===== src/rtl/slcd_pkg.sv =====
// package for the sof/length/checksum deframer
// holds the frame constants and the result word type used by the core, the parser and the result register
package slcd_pkg;

  localparam logic [7:0]  START_BYTE        = 8'h7F;
  localparam logic [15:0] MIN_DATA_LEN      = 16'd2;
  localparam logic [15:0] MAX_DATA_LEN_RST  = 16'd1536;

  typedef struct packed {
    logic [7:0]  data_byte;
    logic [15:0] byte_index;
    logic [15:0] data_length;
    logic        last;
    logic        frame_ok;
  } result_t;

endpackage


===== src/rtl/slcd_rx_if.sv =====
// valid/ready channel carrying one received byte per word
// no dependencies
interface slcd_rx_if;
  logic       valid;
  logic       ready;
  logic [7:0] rx_byte;

  modport source (output valid, output rx_byte, input ready);
  modport sink   (input valid, input rx_byte, output ready);
endinterface


===== src/rtl/slcd_res_if.sv =====
// valid/ready channel carrying one data byte of a frame with its index and flags
// no dependencies
interface slcd_res_if;
  logic        valid;
  logic        ready;
  logic [7:0]  data_byte;
  logic [15:0] byte_index;
  logic [15:0] data_length;
  logic        last;
  logic        frame_ok;

  modport source (output valid, output data_byte, output byte_index, output data_length,
                  output last, output frame_ok, input ready);
  modport sink   (input valid, input data_byte, input byte_index, input data_length,
                  input last, input frame_ok, output ready);
endinterface


===== src/rtl/slcd_cfg_if.sv =====
// valid/ready write channel for the maximum data length register
// no dependencies
interface slcd_cfg_if;
  logic        valid;
  logic        ready;
  logic [15:0] max_data_length;

  modport source (output valid, output max_data_length, input ready);
  modport sink   (input valid, input max_data_length, output ready);
endinterface


===== src/rtl/sof_length_checksum_deframer_core.sv =====
// top level of the sof/length/checksum deframer
// depends on slcd_pkg, the channel interfaces, slcd_parser and slcd_out_reg
//
//  channel  dir  word                                             handshake
//  rx_i     in   rx_byte                                          valid/ready
//  res_o    out  data_byte, byte_index, data_length, last, ok     valid/ready
//  cfg_i    in   max_data_length                                  valid/ready, always ready
//
// one received byte per cycle while rx_i is not stalled; a data byte shows up on res_o in the cycle after it is taken
// header bytes produce no word on res_o
// rx_i stalls only while the result register is full and res_o is not ready
// reset clears the frame state and sets max_data_length to 1536
module sof_length_checksum_deframer_core (
  input  logic       clk_i,
  input  logic       rst_ni,
  slcd_rx_if.sink    rx_i,
  slcd_res_if.source res_o,
  slcd_cfg_if.sink   cfg_i
);

  logic              accept;
  logic              in_ready;
  logic              res_valid;
  slcd_pkg::result_t res;
  logic [15:0]       max_len_q;

  assign cfg_i.ready = 1'b1;

  always_ff @(posedge clk_i or negedge rst_ni) begin
    if (!rst_ni) begin
      max_len_q <= slcd_pkg::MAX_DATA_LEN_RST;
    end else if (cfg_i.valid) begin
      max_len_q <= cfg_i.max_data_length;
    end
  end

  assign rx_i.ready = in_ready;
  assign accept     = rx_i.valid && in_ready;

  slcd_parser u_parser (
    .clk_i       (clk_i),
    .rst_ni      (rst_ni),
    .accept_i    (accept),
    .rx_byte_i   (rx_i.rx_byte),
    .max_len_i   (max_len_q),
    .res_valid_o (res_valid),
    .res_o       (res)
  );

  slcd_out_reg u_out_reg (
    .clk_i      (clk_i),
    .rst_ni     (rst_ni),
    .in_valid_i (res_valid),
    .in_data_i  (res),
    .in_ready_o (in_ready),
    .res_o      (res_o)
  );

endmodule


===== src/rtl/slcd_parser.sv =====
// header/data parser: holds the frame state and builds one result word per data byte
// depends on slcd_pkg
module slcd_parser (
  input  logic                  clk_i,
  input  logic                  rst_ni,
  input  logic                  accept_i,
  input  logic [7:0]            rx_byte_i,
  input  logic [15:0]           max_len_i,
  output logic                  res_valid_o,
  output slcd_pkg::result_t     res_o
);

  typedef enum logic [1:0] {
    HDR_START  = 2'd0,
    HDR_LEN_HI = 2'd1,
    HDR_LEN_LO = 2'd2
  } hdr_pos_e;

  hdr_pos_e    hdr_pos_q, hdr_pos_d;
  logic        in_data_q, in_data_d;
  logic [7:0]  start_q, start_d;
  logic [7:0]  len_hi_q, len_hi_d;
  logic [15:0] frame_len_q, frame_len_d;
  logic [15:0] data_pos_q, data_pos_d;
  logic [7:0]  sum_q, sum_d;

  logic [15:0] hdr_len;
  logic        hdr_ok;
  logic [16:0] pos_inc;
  logic        is_last;

  assign hdr_len = {len_hi_q, rx_byte_i};
  assign hdr_ok  = (start_q == slcd_pkg::START_BYTE) && (hdr_len >= slcd_pkg::MIN_DATA_LEN)
                   && (hdr_len <= max_len_i);
  assign pos_inc = {1'b0, data_pos_q} + 17'd1;
  assign is_last = pos_inc >= {1'b0, frame_len_q};

  always_comb begin
    hdr_pos_d   = hdr_pos_q;
    in_data_d   = in_data_q;
    start_d     = start_q;
    len_hi_d    = len_hi_q;
    frame_len_d = frame_len_q;
    data_pos_d  = data_pos_q;
    sum_d       = sum_q;
    res_valid_o = 1'b0;

    res_o.data_byte   = rx_byte_i;
    res_o.byte_index  = data_pos_q;
    res_o.data_length = frame_len_q;
    res_o.last        = is_last;
    res_o.frame_ok    = is_last && ((sum_q + rx_byte_i) == 8'd0);

    if (accept_i) begin
      if (!in_data_q) begin
        case (hdr_pos_q)
          HDR_LEN_HI: begin
            len_hi_d  = rx_byte_i;
            hdr_pos_d = HDR_LEN_LO;
          end
          HDR_LEN_LO: begin
            hdr_pos_d = HDR_START;
            if (hdr_ok) begin
              frame_len_d = hdr_len;
              data_pos_d  = 16'd0;
              sum_d       = start_q + len_hi_q + rx_byte_i;
              in_data_d   = 1'b1;
            end
          end
          default: begin
            // unused position code behaves like the start position
            start_d   = rx_byte_i;
            hdr_pos_d = HDR_LEN_HI;
          end
        endcase
      end else begin
        res_valid_o = 1'b1;
        sum_d       = sum_q + rx_byte_i;
        if (is_last) begin
          in_data_d  = 1'b0;
          hdr_pos_d  = HDR_START;
          data_pos_d = 16'd0;
        end else begin
          data_pos_d = pos_inc[15:0];
        end
      end
    end
  end

  always_ff @(posedge clk_i or negedge rst_ni) begin
    if (!rst_ni) begin
      hdr_pos_q   <= HDR_START;
      in_data_q   <= 1'b0;
      start_q     <= 8'd0;
      len_hi_q    <= 8'd0;
      frame_len_q <= 16'd0;
      data_pos_q  <= 16'd0;
      sum_q       <= 8'd0;
    end else begin
      hdr_pos_q   <= hdr_pos_d;
      in_data_q   <= in_data_d;
      start_q     <= start_d;
      len_hi_q    <= len_hi_d;
      frame_len_q <= frame_len_d;
      data_pos_q  <= data_pos_d;
      sum_q       <= sum_d;
    end
  end

endmodule


===== src/rtl/slcd_out_reg.sv =====
// result register: holds one result word until the sink takes it
// depends on slcd_pkg and slcd_res_if
module slcd_out_reg (
  input  logic              clk_i,
  input  logic              rst_ni,
  input  logic              in_valid_i,
  input  slcd_pkg::result_t in_data_i,
  output logic              in_ready_o,
  slcd_res_if.source        res_o
);

  logic              valid_q, valid_d;
  slcd_pkg::result_t data_q, data_d;
  logic              load;

  // a new word may enter when the register is empty or being drained
  assign in_ready_o = !valid_q || res_o.ready;
  assign load       = in_valid_i && in_ready_o;

  always_comb begin
    valid_d = valid_q;
    data_d  = data_q;
    if (load) begin
      valid_d = 1'b1;
      data_d  = in_data_i;
    end else if (res_o.ready) begin
      valid_d = 1'b0;
    end
  end

  always_ff @(posedge clk_i or negedge rst_ni) begin
    if (!rst_ni) begin
      valid_q <= 1'b0;
    end else begin
      valid_q <= valid_d;
    end
  end

  always_ff @(posedge clk_i) begin
    data_q <= data_d;
  end

  assign res_o.valid       = valid_q;
  assign res_o.data_byte   = data_q.data_byte;
  assign res_o.byte_index  = data_q.byte_index;
  assign res_o.data_length = data_q.data_length;
  assign res_o.last        = data_q.last;
  assign res_o.frame_ok    = data_q.frame_ok;

endmodule


===== src/flat_wrapper.sv =====
// flat-port wrapper written by rule: the top's interface ports become plain ports
module sof_length_checksum_deframer_core_flat 
  (clk_i, rst_ni, rx_i_valid, rx_i_rx_byte, rx_i_ready, res_o_valid, res_o_data_byte, res_o_byte_index, res_o_data_length, res_o_last, res_o_frame_ok, res_o_ready, cfg_i_valid, cfg_i_max_data_length, cfg_i_ready);
  slcd_rx_if rx_i_i ();
  slcd_res_if res_o_i ();
  slcd_cfg_if cfg_i_i ();
  input  logic clk_i;
  input  logic rst_ni;
  input wire logic [$bits(rx_i_i.valid)-1:0] rx_i_valid;
  input wire logic [$bits(rx_i_i.rx_byte)-1:0] rx_i_rx_byte;
  output wire logic [$bits(rx_i_i.ready)-1:0] rx_i_ready;
  output wire logic [$bits(res_o_i.valid)-1:0] res_o_valid;
  output wire logic [$bits(res_o_i.data_byte)-1:0] res_o_data_byte;
  output wire logic [$bits(res_o_i.byte_index)-1:0] res_o_byte_index;
  output wire logic [$bits(res_o_i.data_length)-1:0] res_o_data_length;
  output wire logic [$bits(res_o_i.last)-1:0] res_o_last;
  output wire logic [$bits(res_o_i.frame_ok)-1:0] res_o_frame_ok;
  input wire logic [$bits(res_o_i.ready)-1:0] res_o_ready;
  input wire logic [$bits(cfg_i_i.valid)-1:0] cfg_i_valid;
  input wire logic [$bits(cfg_i_i.max_data_length)-1:0] cfg_i_max_data_length;
  output wire logic [$bits(cfg_i_i.ready)-1:0] cfg_i_ready;
  assign rx_i_i.valid = rx_i_valid;
  assign rx_i_i.rx_byte = rx_i_rx_byte;
  assign rx_i_ready = rx_i_i.ready;
  assign res_o_valid = res_o_i.valid;
  assign res_o_data_byte = res_o_i.data_byte;
  assign res_o_byte_index = res_o_i.byte_index;
  assign res_o_data_length = res_o_i.data_length;
  assign res_o_last = res_o_i.last;
  assign res_o_frame_ok = res_o_i.frame_ok;
  assign res_o_i.ready = res_o_ready;
  assign cfg_i_i.valid = cfg_i_valid;
  assign cfg_i_i.max_data_length = cfg_i_max_data_length;
  assign cfg_i_ready = cfg_i_i.ready;
  sof_length_checksum_deframer_core u_core (.clk_i(clk_i), .rst_ni(rst_ni), .rx_i(rx_i_i), .res_o(res_o_i), .cfg_i(cfg_i_i));
endmodule

===== config.mk =====
export PLATFORM = sky130hd
export DESIGN_NAME = sof_length_checksum_deframer_core_flat
export DESIGN_NICKNAME = d
export VERILOG_FILES = /design/src/rtl/slcd_pkg.sv /design/src/rtl/slcd_rx_if.sv /design/src/rtl/slcd_res_if.sv /design/src/rtl/slcd_cfg_if.sv /design/src/rtl/sof_length_checksum_deframer_core.sv /design/src/rtl/slcd_parser.sv /design/src/rtl/slcd_out_reg.sv /design/src/flat_wrapper.sv
export SDC_FILE = /design/constraint.sdc
export NUM_CORES = 1
export LEC_CHECK = 0
export ABC_CLOCK_PERIOD_IN_PS = 4900
export BUFFER_PORTS_ARGS = -buffer_cell sky130_fd_sc_hd__clkbuf_2
export CAP_MARGIN = 0
export CELL_PAD_IN_SITES_DETAIL_PLACEMENT = 0
export CELL_PAD_IN_SITES_GLOBAL_PLACEMENT = 2
export CORE_UTILIZATION = 42
export CTS_BUF_LIST = sky130_fd_sc_hd__clkbuf_16
export CTS_CLUSTER_SIZE = 25
export DETAILED_ROUTE_END_ITERATION = 6
export PLACE_DENSITY = 0.87
export REMOVE_ABC_BUFFERS = 1
export SLEW_MARGIN = 10
export SYNTH_ARGS = -nofsm -noshare
export SYNTH_HDL_FRONTEND = slang
export SYNTH_SLANG_ARGS = --single-unit

===== constraint.sdc =====
create_clock -name clk_i -period 4.9 [get_ports clk_i]
set_input_delay 1.225 -clock clk_i [delete_from_list [all_inputs] [get_ports clk_i]]
set_output_delay 1.225 -clock clk_i [all_outputs]
set_load 0.01 [all_outputs]

# --- Yosys cells after proc, flatten, opt, wreduce, memory -nomap -nowiden ---
# Index checks and enable logic that the tools add are counted.
# Widths: inputs -> output; s select.
totals:
  latchBits: 0
  regBits: 118
  inputBits: 29
  mem_bits_rw: 0
  output_inout_bits: 45
  romBits: 0
  wordCells: 62
  memories: 0
op_classes:
  eq_ne: 4
  n_lt_le_gt_ge: 3
  n_div: 0
  mux: 18
  addsub: 4
  n_shift: 0
  reduce_logical: 17
  multipliers: 0
  bitwise: 2
op_table:
  columns: ["operator", "n"]
  rows:
  - ["$mux 16", 4]
  - ["$add 8x8->8", 3]
  - ["$mux 8", 3]
  - ["$add 16x1->17 const B", 1]
  - ["$ge 17x16->1", 1]
  - ["$ge 16x2->1 const B", 1]
  - ["$le 16x16->1", 1]
  - ["$reduce_and 3->1", 3]
  - ["$eq 8x7->1 const B", 1]
  - ["$logic_not 8->1", 1]
  - ["$mux 1", 8]
  - ["$reduce_bool 2->1", 3]
  - ["$logic_and 1x1->1", 5]
  - ["$mux 2", 2]
  - ["$pmux 2 s2", 1]
  - ["$reduce_and 4->1", 1]
  - ["$eq 2x1->1 const B", 1]
  - ["$eq 2x2->1 const B", 1]
  - ["$ne 2x1->1 const B", 1]
  - ["$not 1->1", 2]
  - ["$reduce_and 2->1", 1]
  - ["$reduce_or 2->1", 1]
  - ["$logic_not 1->1", 1]
  - ["$logic_or 1x1->1", 1]

# --- Logic depth before layout (Yosys ltp) ---
depth:
  ltp_word: 6
  ltp_mapped: 16
  depth_no_buf: 14

# --- Cells and area by module ---
# Synthesis repeated with hierarchy kept, for this count alone.
unflattened:
  hier_cells: 529
  area_unflattened_um2: 6258.5
by_module_without_submodules:
  columns: ["module", "n_inst", "area_per_inst_um2", "seq_area_each_um2", "cells_per_inst"]
  rows:
  - ["slcd_parser", 1, 4274.1, 1476.4, 446]
  - ["slcd_out_reg", 1, 1315.0, 1286.2, 46]
  - ["sof_length_checksum_deframer_core", 1, 669.4, 402.9, 37]

# --- Worst setup path after synthesis ---
# No wires, ideal clock.
synth_path:
  path_type: "input to register"
  start: "input rx_i_rx_byte[1]"
  end: "register u_core.u_parser.sum_q[7]"
  setup_slack_ps: 1666
  path_buffers: 0
  setup_ps: 111
  t_arrival_ps: 3123
  required_ps: 4789
  path_stages: 11
  cell_sequence: "fa_1 > ha_1 > inv_1 > fa_1 > nor2b_1 > nor3_1 > o21bai_1 > a21oi_1 > xnor2_1 > nor3_1 > a2111oi_2"
synth_via:
  elab_chain_len: 5
  word_cells_on_any_way: 11
  cone_classes: "2 x add/sub; 2 x order compare; 3 x mux; 4 x reduce/logical"
synth_lines:
  columns: ["item", "line", "rtl"]
  rows:
  - ["start, declared", "flat_wrapper.sv:10", "input wire logic [$bits(rx_i_i.rx_byte)-1:0] rx_i_rx_byte;"]
  - ["$ge 16x2->1", "slcd_parser.sv:33", "assign hdr_ok = (start_q == slcd_pkg::START_BYTE) && (hdr_len >= slcd_pkg::MIN_DATA_LEN)"]
  - ["$logic_and 1x1->1", "slcd_parser.sv:33", null]
  - ["$logic_and 1x1->1", "slcd_parser.sv:34", "&& (hdr_len <= max_len_i);"]
  - ["$reduce_bool 2->1 (no source line)", null, null]
  - ["$reduce_and 3->1 (no source line)", null, null]
  - ["end signal, assigned", "slcd_parser.sv:106", "sum_q <= sum_d;"]
  - ["end, declared", "slcd_parser.sv:25", "logic [7:0] sum_q, sum_d;"]
# Several ways; a longest one is shown, not always the timed one. The select of a mux whose other input is x is not followed.
# A chain may end at the register's enable or synchronous reset.

# --- Worst setup path in the final report ---
layout_path:
  start: "register u_core.u_parser.data_pos_q[0]"
  end: "register u_core.u_parser.data_pos_q[7]"
layout_via:
  elab_chain_len: 4
layout_lines:
  columns: ["item", "line", "rtl"]
  rows:
  - ["start, declared", "slcd_parser.sv:24", "logic [15:0] data_pos_q, data_pos_d;"]
  - ["start signal, assigned", "slcd_parser.sv:105", "data_pos_q <= data_pos_d;"]
  - ["$add 16x1->17 *", "slcd_parser.sv:35", "assign pos_inc = {1'b0, data_pos_q} + 17'd1;"]
  - ["$ge 17x16->1", "slcd_parser.sv:36", "assign is_last = pos_inc >= {1'b0, frame_len_q};"]
  - ["$mux 16 *", "slcd_parser.sv:79", "if (is_last) begin"]
  - ["$mux 16 *", "slcd_parser.sv:55", "if (!in_data_q) begin"]
# Every way passes the cells marked *; elsewhere a longest branch is shown, timed or not.

==> metrics <==
clk_skew 7.37 ps; cts bufs inserted 17; Buffers & Inverters on Critical Path 0; critical path class reg2reg; Slew @ Worst Pin 1000 ps; status completed; routed wire length 13400 um; total number of vias 4275; Synth Flop Type dfrtp_1; # IOs 74; largest stage delay on the critical path 670 ps; sequential share of the synthesized area 52.0%; setup_tns 0 ps; Clk pin slew, worst setup/hold paths 60 ps; critical path startpoint category flop; final std cells w/o fill 812; Req. time, crit path 5260 ps; Root Buffer clkbuf_16; number of global-route vias before repair 4268; Area after DPL 6610 um^2; EDFF count, synth 42; minimum clock period 4110 ps; Max Slew Vio Count 0; leak pwr 3.39 nW; period utilization 83.9%; CTS tree done; Mean Syn Cell Area 11.2 um^2; Die Wd 122 um; Layout area overhead 18.8%; final instance area 7240 um^2; hold slack 453 ps; Via density 5.26; filler cell count 1256; Worst setup EP type flop; Layout Nets 705; Chip Height 122 um; CTS Hold Buffers Added 0; Yosys reg bits 118; core footprint 14000 um^2; DR pass1 iterations 4; worst skew pair latency 420 ps; Final Power 3.73 mW; largest net degree at the start of global routing 77; Die ar. 15000 um^2; DRC 0; fraction of layout cells with a size suffix above 1 20.1%; Hold Crit Class reg2reg; Post-CTS Resized 0; crit-path leading delay family simple AND/OR/NAND/NOR gates; fmax 243 MHz; antenna violation net count after detailed routing 0; first-pass GRT wire length 21600 um; Sink Count 118; HPWL after DPL 9540 um; Hold Vio Cnt, Final 0; CP arrival 4470 ps; clock tree buffer depth 2; antenna violations before repair 0; Synth async-reset ratio 64.4%; max cap viols 0; Synth Cell Area 6090 um^2; crit-path max FO 13; RePlAce Congestion 0.813; Setup Slack @ Placement 831 ps; CP max-delay cell nor2_2; ANT cells 0; Synth Warn # 0; GRT overflow 0; Slew headroom 33.0%; final setup margin 787 ps; Critical Path, Cell by Cell ha_1 -> nand2_1 -> nor2_2 -> and3_1 -> and3_1 -> xor2_1 -> ha_1 -> a21o_1 -> a21oi_1 -> nor2b_1 -> o31ai_1 -> nand4_1 -> nor2_2 -> a22o_1; mean routed wirelength per cell 16.5 um; GRT Overall Usage 19.5%; Post-Place Cells 780; 1st-iter DRT viols 288; postcts setup bufs 0; final core occ 51.7%; Initial Util 43.5%; pwr dens 516 nW/um^2; synth unique cells 55; number of H-tree levels 4; RSZ-0062 raised after global routing no; worst vdd ir 0.000242 V; final setup fails 0; number of core rows 43; IO Port Bufs 72; Synth Instances 542
-- layer usage --
layer | vias to the layer above | share of wire (%) | wire length, um | global-route usage (%)
met3 | 18 | 3.9 | 520 | 4.37
li1 | 2084 | - | - | -
met1 | 2081 | 47 | 6320 | 25.7
met4 | 0 | 1.6 | 208 | 8.00
met2 | 92 | 47 | 6350 | 31.2
met5 | - | 0 | 0 | 0
-- sequential cells by signal, indices dropped and copies added, names as in the netlist --
register                            count
u_core.u_parser.hdr_pos_q               2
u_core.u_parser.len_hi_q                8
u_core.u_out_reg.res_o.data_byte        8
u_core.u_parser.in_data_q               1
u_core.u_out_reg.res_o.frame_ok         1
u_core.u_out_reg.res_o.byte_index      16
u_core.u_parser.sum_q                   8
u_core.max_len_q                       16
u_core.u_parser.data_pos_q             16
u_core.u_out_reg.res_o.data_length     16
u_core.u_out_reg.res_o.last             1
u_core.u_parser.frame_len_q            16
u_core.u_out_reg.res_o.valid            1
u_core.u_parser.start_q                 8
-- path summary, 6_finish.rpt --
path | from | endpoint | slack [ps] | depth (start not counted)
worst min-delay path | u_core.u_parser.frame_len_q[2] | u_core.u_out_reg.res_o.data_length[2] | 450 | 0
min in group asynchronous | rst_ni | u_core.u_parser.frame_len_q[2] | 960 | 1
worst max register to register | u_core.u_parser.data_pos_q[0] | u_core.u_parser.data_pos_q[7] | 790 | 14
worst max-delay path | u_core.u_parser.data_pos_q[0] | u_core.u_parser.data_pos_q[7] | 790 | 14
worst min register to register | u_core.u_parser.frame_len_q[2] | u_core.u_out_reg.res_o.data_length[2] | 450 | 0
max in group asynchronous | rst_ni | u_core.u_parser.data_pos_q[13] | 3280 | 1
-- where the power goes --
group	internal, mW	switching [mW]
Clock	0.853	0.465
Combinational	0.527	0.567
Sequential	1.16	0.165
-- synth_stat cells, types with 2 or more instances --
| cell | n | area, um^2 |
|---|---|---|
| buf_2 | 3 | 15.0 |
| nor4_1 | 5 | 31.3 |
| clkbuf_1 | 10 | 37.5 |
| o211ai_1 | 2 | 15.0 |
| inv_1 | 47 | 176 |
| nor2_2 | 2 | 12.5 |
| nand4_1 | 8 | 50.1 |
| a21o_1 | 7 | 52.6 |
| buf_4 | 2 | 15.0 |
| mux2i_1 | 2 | 20.0 |
| nor3_1 | 10 | 50.1 |
| o21ai_1 | 21 | 105 |
| nand4b_1 | 2 | 17.5 |
| edfxtp_1 | 42 | 1260 |
| a21oi_1 | 17 | 85.1 |
| fa_1 | 9 | 180 |
| nand2_1 | 55 | 206 |
| xnor2_1 | 11 | 96.3 |
| o22ai_1 | 8 | 50.1 |
| ha_1 | 48 | 601 |
| o21bai_1 | 2 | 15.0 |
| o2bb2a_1 | 2 | 20.0 |
| dfstp_2 | 2 | 52.6 |
| o31ai_1 | 3 | 22.5 |
| nand2b_1 | 4 | 25.0 |
| buf_6 | 2 | 22.5 |
| o21ai_0 | 26 | 130 |
| nand3_1 | 16 | 80.1 |
| and3_1 | 8 | 50.1 |
| xor2_1 | 16 | 140 |
| dfrtp_1 | 74 | 1850 |
| mux2_1 | 6 | 67.6 |
| nor2b_1 | 7 | 43.8 |
| mux2_2 | 13 | 146 |
| nor2_1 | 18 | 67.6 |
| a22o_1 | 13 | 114 |
-- layout make-up --
class,count,area [um^2],share of cell area [%]
inverter,48,180,2.49
clock inverter,15,201,2.78
timing repair buffer,75,385,5.33
sequential,118,3170,43.7
tap,180,225,3.11
multi-input combinational,359,2650,36.7
clock buffer,17,425,5.88
-- logic make-up after synthesis --
family	after synthesis	synth area share, %
AND/OR/NAND/NOR	140	11.1
flip-flops	118	52.0
AO/OA/AOI/OAI	113	11.8
buffers and inverters	65	4.44
adder cells (fa/ha/maj)	57	12.8
XOR/XNOR	27	3.88
multiplexers	21	3.84
other	1	0.0616
-- cells in the final DEF, fill, tap and decap left out, types with 18 or more instances in the layout --
cell	count
nand2_1	55
nor2_1	18
ha_1	48
o21ai_1	21
inv_1	47
clkbuf_2	71
edfxtp_1	42
o21ai_0	26
dfrtp_1	74
No activity file was read; power rests on OpenSTA's default activity.
